**config.mk**
```make
export PLATFORM = sky130hd
export DESIGN_NAME = wildcard_path_matcher
export DESIGN_NICKNAME = d
export VERILOG_FILES = /design/src/sv/wpm_pkg.sv /design/src/sv/wpm_ctrl.sv /design/src/sv/wpm_dp.sv /design/src/sv/wildcard_path_matcher.sv
export SDC_FILE = /design/constraint.sdc
export NUM_CORES = 1
export LEC_CHECK = 0
export ABC_AREA = 1
export BUFFER_PORTS_ARGS = -buffer_cell sky130_fd_sc_hd__clkbuf_2
export CORE_ASPECT_RATIO = 0.7
export CORE_MARGIN = 10
export CORE_UTILIZATION = 35
export CTS_CLUSTER_SIZE = 14
export DETAILED_ROUTE_END_ITERATION = 12
export MAX_ROUTING_LAYER = met4
export PLACE_DENSITY = 0.53
export SYNTH_ARGS = -nofsm -noshare
export SYNTH_HDL_FRONTEND = slang
export SYNTH_SLANG_ARGS = --single-unit
```
**constraint.sdc**
```tcl
create_clock -name clk -period 3.6 [get_ports clk]
set_clock_uncertainty 0.15 [all_clocks]
set_input_delay 0.36 -clock clk [delete_from_list [all_inputs] [get_ports clk]]
set_output_delay 0.36 -clock clk [all_outputs]
set_load 0.1 [all_outputs]
```
**src/sv/wpm_pkg.sv**
```systemverilog
// Shared package for the wildcard path matcher.
// Holds function codes, byte constants, controller state type and the
// command/status structs between controller and datapath. No dependencies.
`default_nettype none

package wpm_pkg;

  localparam int WPM_MAX_LEN = 64;

  localparam logic [1:0] FN_CLEAR_PATTERN = 2'd0;
  localparam logic [1:0] FN_ADD_PATTERN   = 2'd1;
  localparam logic [1:0] FN_ADD_PATH      = 2'd2;
  localparam logic [1:0] FN_EVALUATE      = 2'd3;

  localparam logic [7:0] CH_STAR = 8'h2A;
  localparam logic [7:0] CH_ANY  = 8'h3F;

  typedef enum logic [1:0] {
    ST_IDLE,
    ST_READ,
    ST_EXEC,
    ST_DONE
  } wpm_state_t;

  typedef struct packed {
    logic pat_clr;
    logic pat_wr;
    logic path_wr;
    logic init;
    logic step;
    logic finish;
  } wpm_cmd_t;

  typedef struct packed {
    logic done;
  } wpm_stat_t;

endpackage

`default_nettype wire

```
**src/sv/wpm_ctrl.sv**
```systemverilog
// Controller state machine of the wildcard path matcher.
// Depends on wpm_pkg; drives wpm_cmd_t to the datapath, reads wpm_stat_t.
`default_nettype none

module wpm_ctrl
  import wpm_pkg::*;
(
  input  wire logic       clk,
  input  wire logic       rst_n,
  input  wire logic       in_valid,
  output logic            in_ready,
  input  wire logic [1:0] in_func,
  output logic            out_valid,
  input  wire logic       out_ready,
  output wpm_cmd_t        cmd,
  input  wire wpm_stat_t  stat
);

  wpm_state_t state_r, state_nxt;
  logic       out_valid_r, out_valid_nxt;

  always_ff @(posedge clk) begin
    if (!rst_n) begin
      state_r     <= ST_IDLE;
      out_valid_r <= 1'b0;
    end else begin
      state_r     <= state_nxt;
      out_valid_r <= out_valid_nxt;
    end
  end

  always_comb begin
    state_nxt = state_r;
    cmd       = '0;
    in_ready  = 1'b0;
    case (state_r)
      ST_IDLE: begin
        in_ready = 1'b1;
        if (in_valid) begin
          case (in_func)
            FN_CLEAR_PATTERN: cmd.pat_clr = 1'b1;
            FN_ADD_PATTERN:   cmd.pat_wr  = 1'b1;
            FN_ADD_PATH:      cmd.path_wr = 1'b1;
            FN_EVALUATE: begin
              cmd.init  = 1'b1;
              state_nxt = ST_READ;
            end
            default: ;
          endcase
        end
      end
      ST_READ: state_nxt = ST_EXEC;
      ST_EXEC: begin
        cmd.step  = 1'b1;
        state_nxt = stat.done ? ST_DONE : ST_READ;
      end
      ST_DONE: begin
        // hold the result until the output word is free
        if (!out_valid_r || out_ready) begin
          cmd.finish = 1'b1;
          state_nxt  = ST_IDLE;
        end
      end
      default: state_nxt = ST_IDLE;
    endcase

    out_valid_nxt = out_valid_r;
    if (cmd.finish) begin
      out_valid_nxt = 1'b1;
    end else if (out_ready) begin
      out_valid_nxt = 1'b0;
    end
  end

  assign out_valid = out_valid_r;

endmodule

`default_nettype wire

```
**src/sv/wpm_dp.sv**
```systemverilog
// Datapath of the wildcard path matcher: pattern and path memories,
// lengths, overflow flags, match pointers and result register. Uses wpm_pkg.
`default_nettype none

module wpm_dp
  import wpm_pkg::*;
#(
  parameter int MAX_LEN = WPM_MAX_LEN
) (
  input  wire logic       clk,
  input  wire logic       rst_n,
  input  wire logic [7:0] in_byte_value,
  input  wire wpm_cmd_t   cmd,
  output wpm_stat_t       stat,
  output logic            out_matched,
  output logic            out_overflow
);

  localparam int W = (MAX_LEN > 1) ? $clog2(MAX_LEN) : 1;
  localparam int L = $clog2(MAX_LEN + 1);
  localparam logic [L-1:0] MaxLenL = L'(MAX_LEN);
  localparam logic [L-1:0] OneL    = L'(1);

  logic [7:0] pat_mem  [MAX_LEN];
  logic [7:0] path_mem [MAX_LEN];
  logic [7:0] pat_q_r, path_q_r;

  logic [L-1:0] pat_len_r, path_len_r;
  logic         pat_ovf_r, path_ovf_r, has_star_r;
  logic [L-1:0] pi_r, ui_r, resume_r, star_at_r;
  logic [L-1:0] pi_nxt, ui_nxt, resume_nxt, star_at_nxt;
  logic         have_star_r, have_star_nxt;
  logic         hit_r, hit_nxt;
  logic         out_matched_r, out_overflow_r;

  logic pat_full, path_full, ovf;
  logic pat_in, path_in, pat_star, byte_ok;

  assign pat_full  = (pat_len_r == MaxLenL);
  assign path_full = (path_len_r == MaxLenL);
  assign ovf       = pat_ovf_r | path_ovf_r;

  // memories: one write port, one registered read port each
  always_ff @(posedge clk) begin
    if (cmd.pat_wr && !pat_full) begin
      pat_mem[pat_len_r[W-1:0]] <= in_byte_value;
    end
    pat_q_r <= pat_mem[pi_r[W-1:0]];
  end

  always_ff @(posedge clk) begin
    if (cmd.path_wr && !path_full) begin
      path_mem[path_len_r[W-1:0]] <= in_byte_value;
    end
    path_q_r <= path_mem[ui_r[W-1:0]];
  end

  always_ff @(posedge clk) begin
    if (!rst_n) begin
      pat_len_r  <= '0;
      path_len_r <= '0;
      pat_ovf_r  <= 1'b0;
      path_ovf_r <= 1'b0;
      has_star_r <= 1'b0;
    end else begin
      if (cmd.pat_clr) begin
        pat_len_r  <= '0;
        pat_ovf_r  <= 1'b0;
        has_star_r <= 1'b0;
      end else if (cmd.pat_wr) begin
        if (pat_full) begin
          pat_ovf_r <= 1'b1;
        end else begin
          pat_len_r <= pat_len_r + OneL;
          if (in_byte_value == CH_STAR) begin
            has_star_r <= 1'b1;
          end
        end
      end
      if (cmd.finish) begin
        path_len_r <= '0;
        path_ovf_r <= 1'b0;
      end else if (cmd.path_wr) begin
        if (path_full) begin
          path_ovf_r <= 1'b1;
        end else begin
          path_len_r <= path_len_r + OneL;
        end
      end
    end
  end

  assign pat_in   = (pi_r < pat_len_r);
  assign path_in  = (ui_r < path_len_r);
  assign pat_star = pat_in && (pat_q_r == CH_STAR);
  assign byte_ok  = pat_in && ((pat_q_r == CH_ANY) || (pat_q_r == path_q_r));

  // one matching step on the bytes read at pi_r and ui_r
  always_comb begin
    pi_nxt        = pi_r;
    ui_nxt        = ui_r;
    resume_nxt    = resume_r;
    star_at_nxt   = star_at_r;
    have_star_nxt = have_star_r;
    hit_nxt       = 1'b0;
    stat.done     = 1'b0;
    if (ovf) begin
      stat.done = 1'b1;
    end else if (!has_star_r) begin
      if (pat_len_r > path_len_r) begin
        stat.done = 1'b1;
      end else if (!pat_in) begin
        stat.done = 1'b1;
        hit_nxt   = 1'b1;
      end else if (pat_q_r != path_q_r) begin
        stat.done = 1'b1;
      end else begin
        pi_nxt = pi_r + OneL;
        ui_nxt = ui_r + OneL;
      end
    end else if (!path_in) begin
      // path consumed: skip trailing stars
      if (pat_star) begin
        pi_nxt = pi_r + OneL;
      end else begin
        stat.done = 1'b1;
        hit_nxt   = !pat_in;
      end
    end else if (pat_star) begin
      have_star_nxt = 1'b1;
      star_at_nxt   = pi_r;
      resume_nxt    = ui_r;
      pi_nxt        = pi_r + OneL;
    end else if (byte_ok) begin
      pi_nxt = pi_r + OneL;
      ui_nxt = ui_r + OneL;
    end else if (have_star_r) begin
      pi_nxt     = star_at_r + OneL;
      resume_nxt = resume_r + OneL;
      ui_nxt     = resume_r + OneL;
    end else begin
      stat.done = 1'b1;
    end
  end

  always_ff @(posedge clk) begin
    if (cmd.init) begin
      pi_r        <= '0;
      ui_r        <= '0;
      resume_r    <= '0;
      star_at_r   <= '0;
      have_star_r <= 1'b0;
    end else if (cmd.step) begin
      pi_r        <= pi_nxt;
      ui_r        <= ui_nxt;
      resume_r    <= resume_nxt;
      star_at_r   <= star_at_nxt;
      have_star_r <= have_star_nxt;
    end
    if (cmd.step && stat.done) begin
      hit_r <= hit_nxt;
    end
    if (cmd.finish) begin
      out_matched_r  <= hit_r;
      out_overflow_r <= ovf;
    end
  end

  assign out_matched  = out_matched_r;
  assign out_overflow = out_overflow_r;

endmodule

`default_nettype wire

```
**src/sv/wildcard_path_matcher.sv**
```systemverilog
// Wildcard path matcher top level: controller plus datapath.
// Depends on wpm_pkg, wpm_ctrl and wpm_dp.
//
// Usage:
//   Input channel (in_valid/in_ready, in_func, in_byte_value) takes one word
//   per command: clear pattern, append pattern byte, append path byte, or
//   evaluate. Loads and clears finish in the accepting cycle.
//   Evaluate walks path and pattern by alternating a memory read state and
//   a decide state on the registered read data of the pattern and path
//   memories. A pattern without '*' is a prefix test. With '*', each
//   backtrack to the last star costs more steps. An overflowed store
//   answers with matched low, overflow high.
//   Result channel (out_valid/out_ready, out_matched, out_overflow) is a
//   register: while it stalls, load commands are still accepted; a finished
//   evaluation waits in its last state until the pending output word is
//   taken, then the path store is cleared.
//   Reset (synchronous, active low) empties both stores, clears overflow
//   flags and drops any pending output word. Memory contents stay undefined.
`default_nettype none

module wildcard_path_matcher
  import wpm_pkg::*;
#(
  parameter int MAX_LEN = WPM_MAX_LEN
) (
  input  wire logic       clk,
  input  wire logic       rst_n,
  input  wire logic       in_valid,
  output logic            in_ready,
  input  wire logic [1:0] in_func,
  input  wire logic [7:0] in_byte_value,
  output logic            out_valid,
  input  wire logic       out_ready,
  output logic            out_matched,
  output logic            out_overflow
);

  wpm_cmd_t  cmd;
  wpm_stat_t stat;

  // sequence loads, evaluation steps and the result handoff
  wpm_ctrl u_ctrl (
    .clk       (clk),
    .rst_n     (rst_n),
    .in_valid  (in_valid),
    .in_ready  (in_ready),
    .in_func   (in_func),
    .out_valid (out_valid),
    .out_ready (out_ready),
    .cmd       (cmd),
    .stat      (stat)
  );

  // stores, pointers and the match decision
  wpm_dp #(
    .MAX_LEN (MAX_LEN)
  ) u_dp (
    .clk           (clk),
    .rst_n         (rst_n),
    .in_byte_value (in_byte_value),
    .cmd           (cmd),
    .stat          (stat),
    .out_matched   (out_matched),
    .out_overflow  (out_overflow)
  );

endmodule

`default_nettype wire

```
==> impl_metrics.toml <==
[outcome]
status = "finished clean"

[setup_path]
arrival_ns = 3.25
startpoint = "u_dp.pat_len_r[1]"
r2r-start = "u_dp.pat_len_r[1]"
reg2regPathDepth = 10
crit_fanout = 9
cp-end-kind = "flip-flop"
rrSetupSlack_ns = 0.60
crit_type = "reg2reg"
critPathRequiredTime_ns = 3.85
start_kind = "flip-flop"
reg2reg_to = "u_dp.pat_mem[35][0]"
crit_end = "u_dp.pat_mem[35][0]"

[timing]
whs_ns = 0.0415
rsz0062_at_grt = "no"
finalCritPeriodShare_pct = 83.3
setup_slack_ns = 0.599
finalMaxSlewViolations = 0
hold_viol_final = 0
period_minus_slack_ns = 3.00
tightest_slew_ns = 1.06
setup_violations = 0
max_slew_margin_pct = 29.1
max_freq_mhz = 333
setup_tns_ns = 0

[synth]
ys_seq_area_share_pct = 72.7
synthArstFlopShare_pct = 0
synth_area_leaders = "edfxtp_1 (70%), o21ai_0 (6.0%), nor2_1 (5.8%)"
syn_area_per_cell_sq_um = 12.4
yosysTopAreaCell = "edfxtp_1"
syn_nets = 3602
synthFlopType = "edfxtp_1"
yosys.cell_types.count = 46
syn_inst = 3561
yosysMostFrequentCell = "edfxtp_1"
ys_warn_count = 0
ys_ff_latch = 1092
netlist.area_leader.share_pct = 69.8
synth_area_sq_um = 44200
synth_edf_count = 1027
synth_common_cells = "edfxtp_1 (1027), nor2_1 (687), o21ai_0 (530), nand2_1 (263), clkbuf_1 (154)"

[power_and_ir_drop]
power.total_mw = 25.9
power_density_nw_per_um2 = 509
p_leak_nw = 16.9
ir_drop_v = 0.000322

[floorplan]
row_count = 108
start_util_pct = 35.4
io_pins = 18
dieArea_sq_um = 141000
core_area_sq_um = 125000
die_x_um = 445
die_y_um = 317

[flow_run]
maxCapViolations = 0

[global_routing]
antenna_found_initial = 2
overflow = 0
grt_pass1_wl_um = 193000
grt_usage_pct = 18.5
grt_pass1_vias = 28076
grt_max_degree = 131

[finish]
stdcell_count = 5432
layout-drive-gt1-share_pct = 12.2
final_util_pct = 40.8
nets = 3730
fillers = 11666
multi_input_area_sq_um = 10700
design_area_sq_um = 50900
syn2layout_area_growth_pct = 15.2
regArea_sq_um = 32200

[place]
port_buffers = 17
dp.cells = 5223
detailed_place_hpwl_um = 81300
placed_area_sq_um = 47300
gp_congestion = 0.910
post-place-ws_ns = 0.701

[min_path]
holdCritPathClass = "in2reg"

[routing]
ant_nets = 0
via_count = 29622
drt_wl_total_um = 130000
drt_iter0_drc = 3757
viasPerCell = 5.45
first_pass_iters = 6
wire_per_inst_um = 23.9
drc = 0

[clocking]
clock_path_buffers = 3
cts_tree = "done"
clock_sinks = 1092
cts_setup_buffers = 0
cts-root-buf = "clkbuf_16"
insertion_delay_ns = 0.73
cts_buffers = 107
clk_pin_slew_ns = 0.07
h-tree-depth = 3
[flip-flops by register name, summed over array words and instances, names as in the netlist, 2 cells and up]
register	flops
u_ctrl.state_r	2
u_dp.pat_len_r	7
u_dp.pat_mem	512
u_dp.pat_q_r	8
u_dp.path_len_r	7
u_dp.path_mem	512
u_dp.path_q_r	8
u_dp.pi_r	7
u_dp.resume_r	7
u_dp.star_at_r	7
u_dp.ui_r	7
[cell usage in the layout (no fill, tap or decap), drive strengths merged, types with 99 or more instances in the layout]
| cell | synthesis | routed |
|---|---|---|
| clkbuf | 154 | 146 |
| o221ai | 99 | 99 |
| o22ai | 153 | 153 |
| nand2 | 280 | 280 |
| nand3 | 132 | 132 |
| o21ai | 549 | 549 |
| inv | 101 | 102 |
| buf | 65 | 222 |
| nor2 | 701 | 701 |
| edfxtp | 1027 | 1027 |
[kinds of logic after synthesis]
| group | synth area share (%) |
|---|---|
| flops | 72.7 |
| fa+ha+maj | 0.764 |
| buf+inv | 3.01 |
| simple gates | 11.4 |
| xor+xnor | 0.456 |
| compound gates | 11.6 |
[cell type report]
| type | count | share of cell area (%) |
|---|---|---|
| repair buffers | 238 | 3.92 |
| clock buffers | 137 | 5.72 |
| flip-flops and latches | 1092 | 63.1 |
| multi-input cells | 2141 | 21.1 |
| well taps | 1650 | 4.05 |
| clock inverters | 63 | 1.23 |
| diodes | 2 | 0.00983 |
| inverters | 109 | 0.838 |
[how the worst min path moves through the flow]
stage / end / start / depth (start not counted)
finish: u_dp.pat_len_r[0] / in_valid / 5
global route: u_dp.pat_mem[5][3] / in_byte_value[3] / 1
CTS: u_dp.pat_len_r[0] / in_valid / 5
detailed placement: u_dp.out_matched / u_dp.hit_r / 0
global placement: u_dp.out_matched / u_dp.hit_r / 0
floorplan: u_dp.out_matched / u_dp.hit_r / 0
[routing by layer]
metal,wire (um),track usage (%),part of all wire (%)
met1,63400,28.7,49
met3,12900,5.05,9.9
met5,0,-,0
met2,51300,23.8,40
met4,2200,3.48,1.7
[worst max-delay path: stages (launching register included)]
cell and delay [ns]:
dfxtp_1 0.48, clkinv_1 0.32, ha_1 0.28, nand4_1 0.15
nand2_2 0.15, nor2_4 0.16, inv_2 0.08, nor3_2 0.16
inv_2 0.13, nor2_1 0.35, buf_4 0.27
[power breakdown]
group,internal (mW),switching (mW)
logic,0.126,0.490
registers,13.9,0.0194
clock network,6.50,4.91
total,20.5,5.42
[repair_timing]
action / CTS / global route
resized for setup: 0 / 0
endpoints found under the setup margin: 0 / 0
hold buffers: 7 / 0
hold endpoints to repair: 32 / 0
No activity file was read; power rests on OpenSTA's default activity.
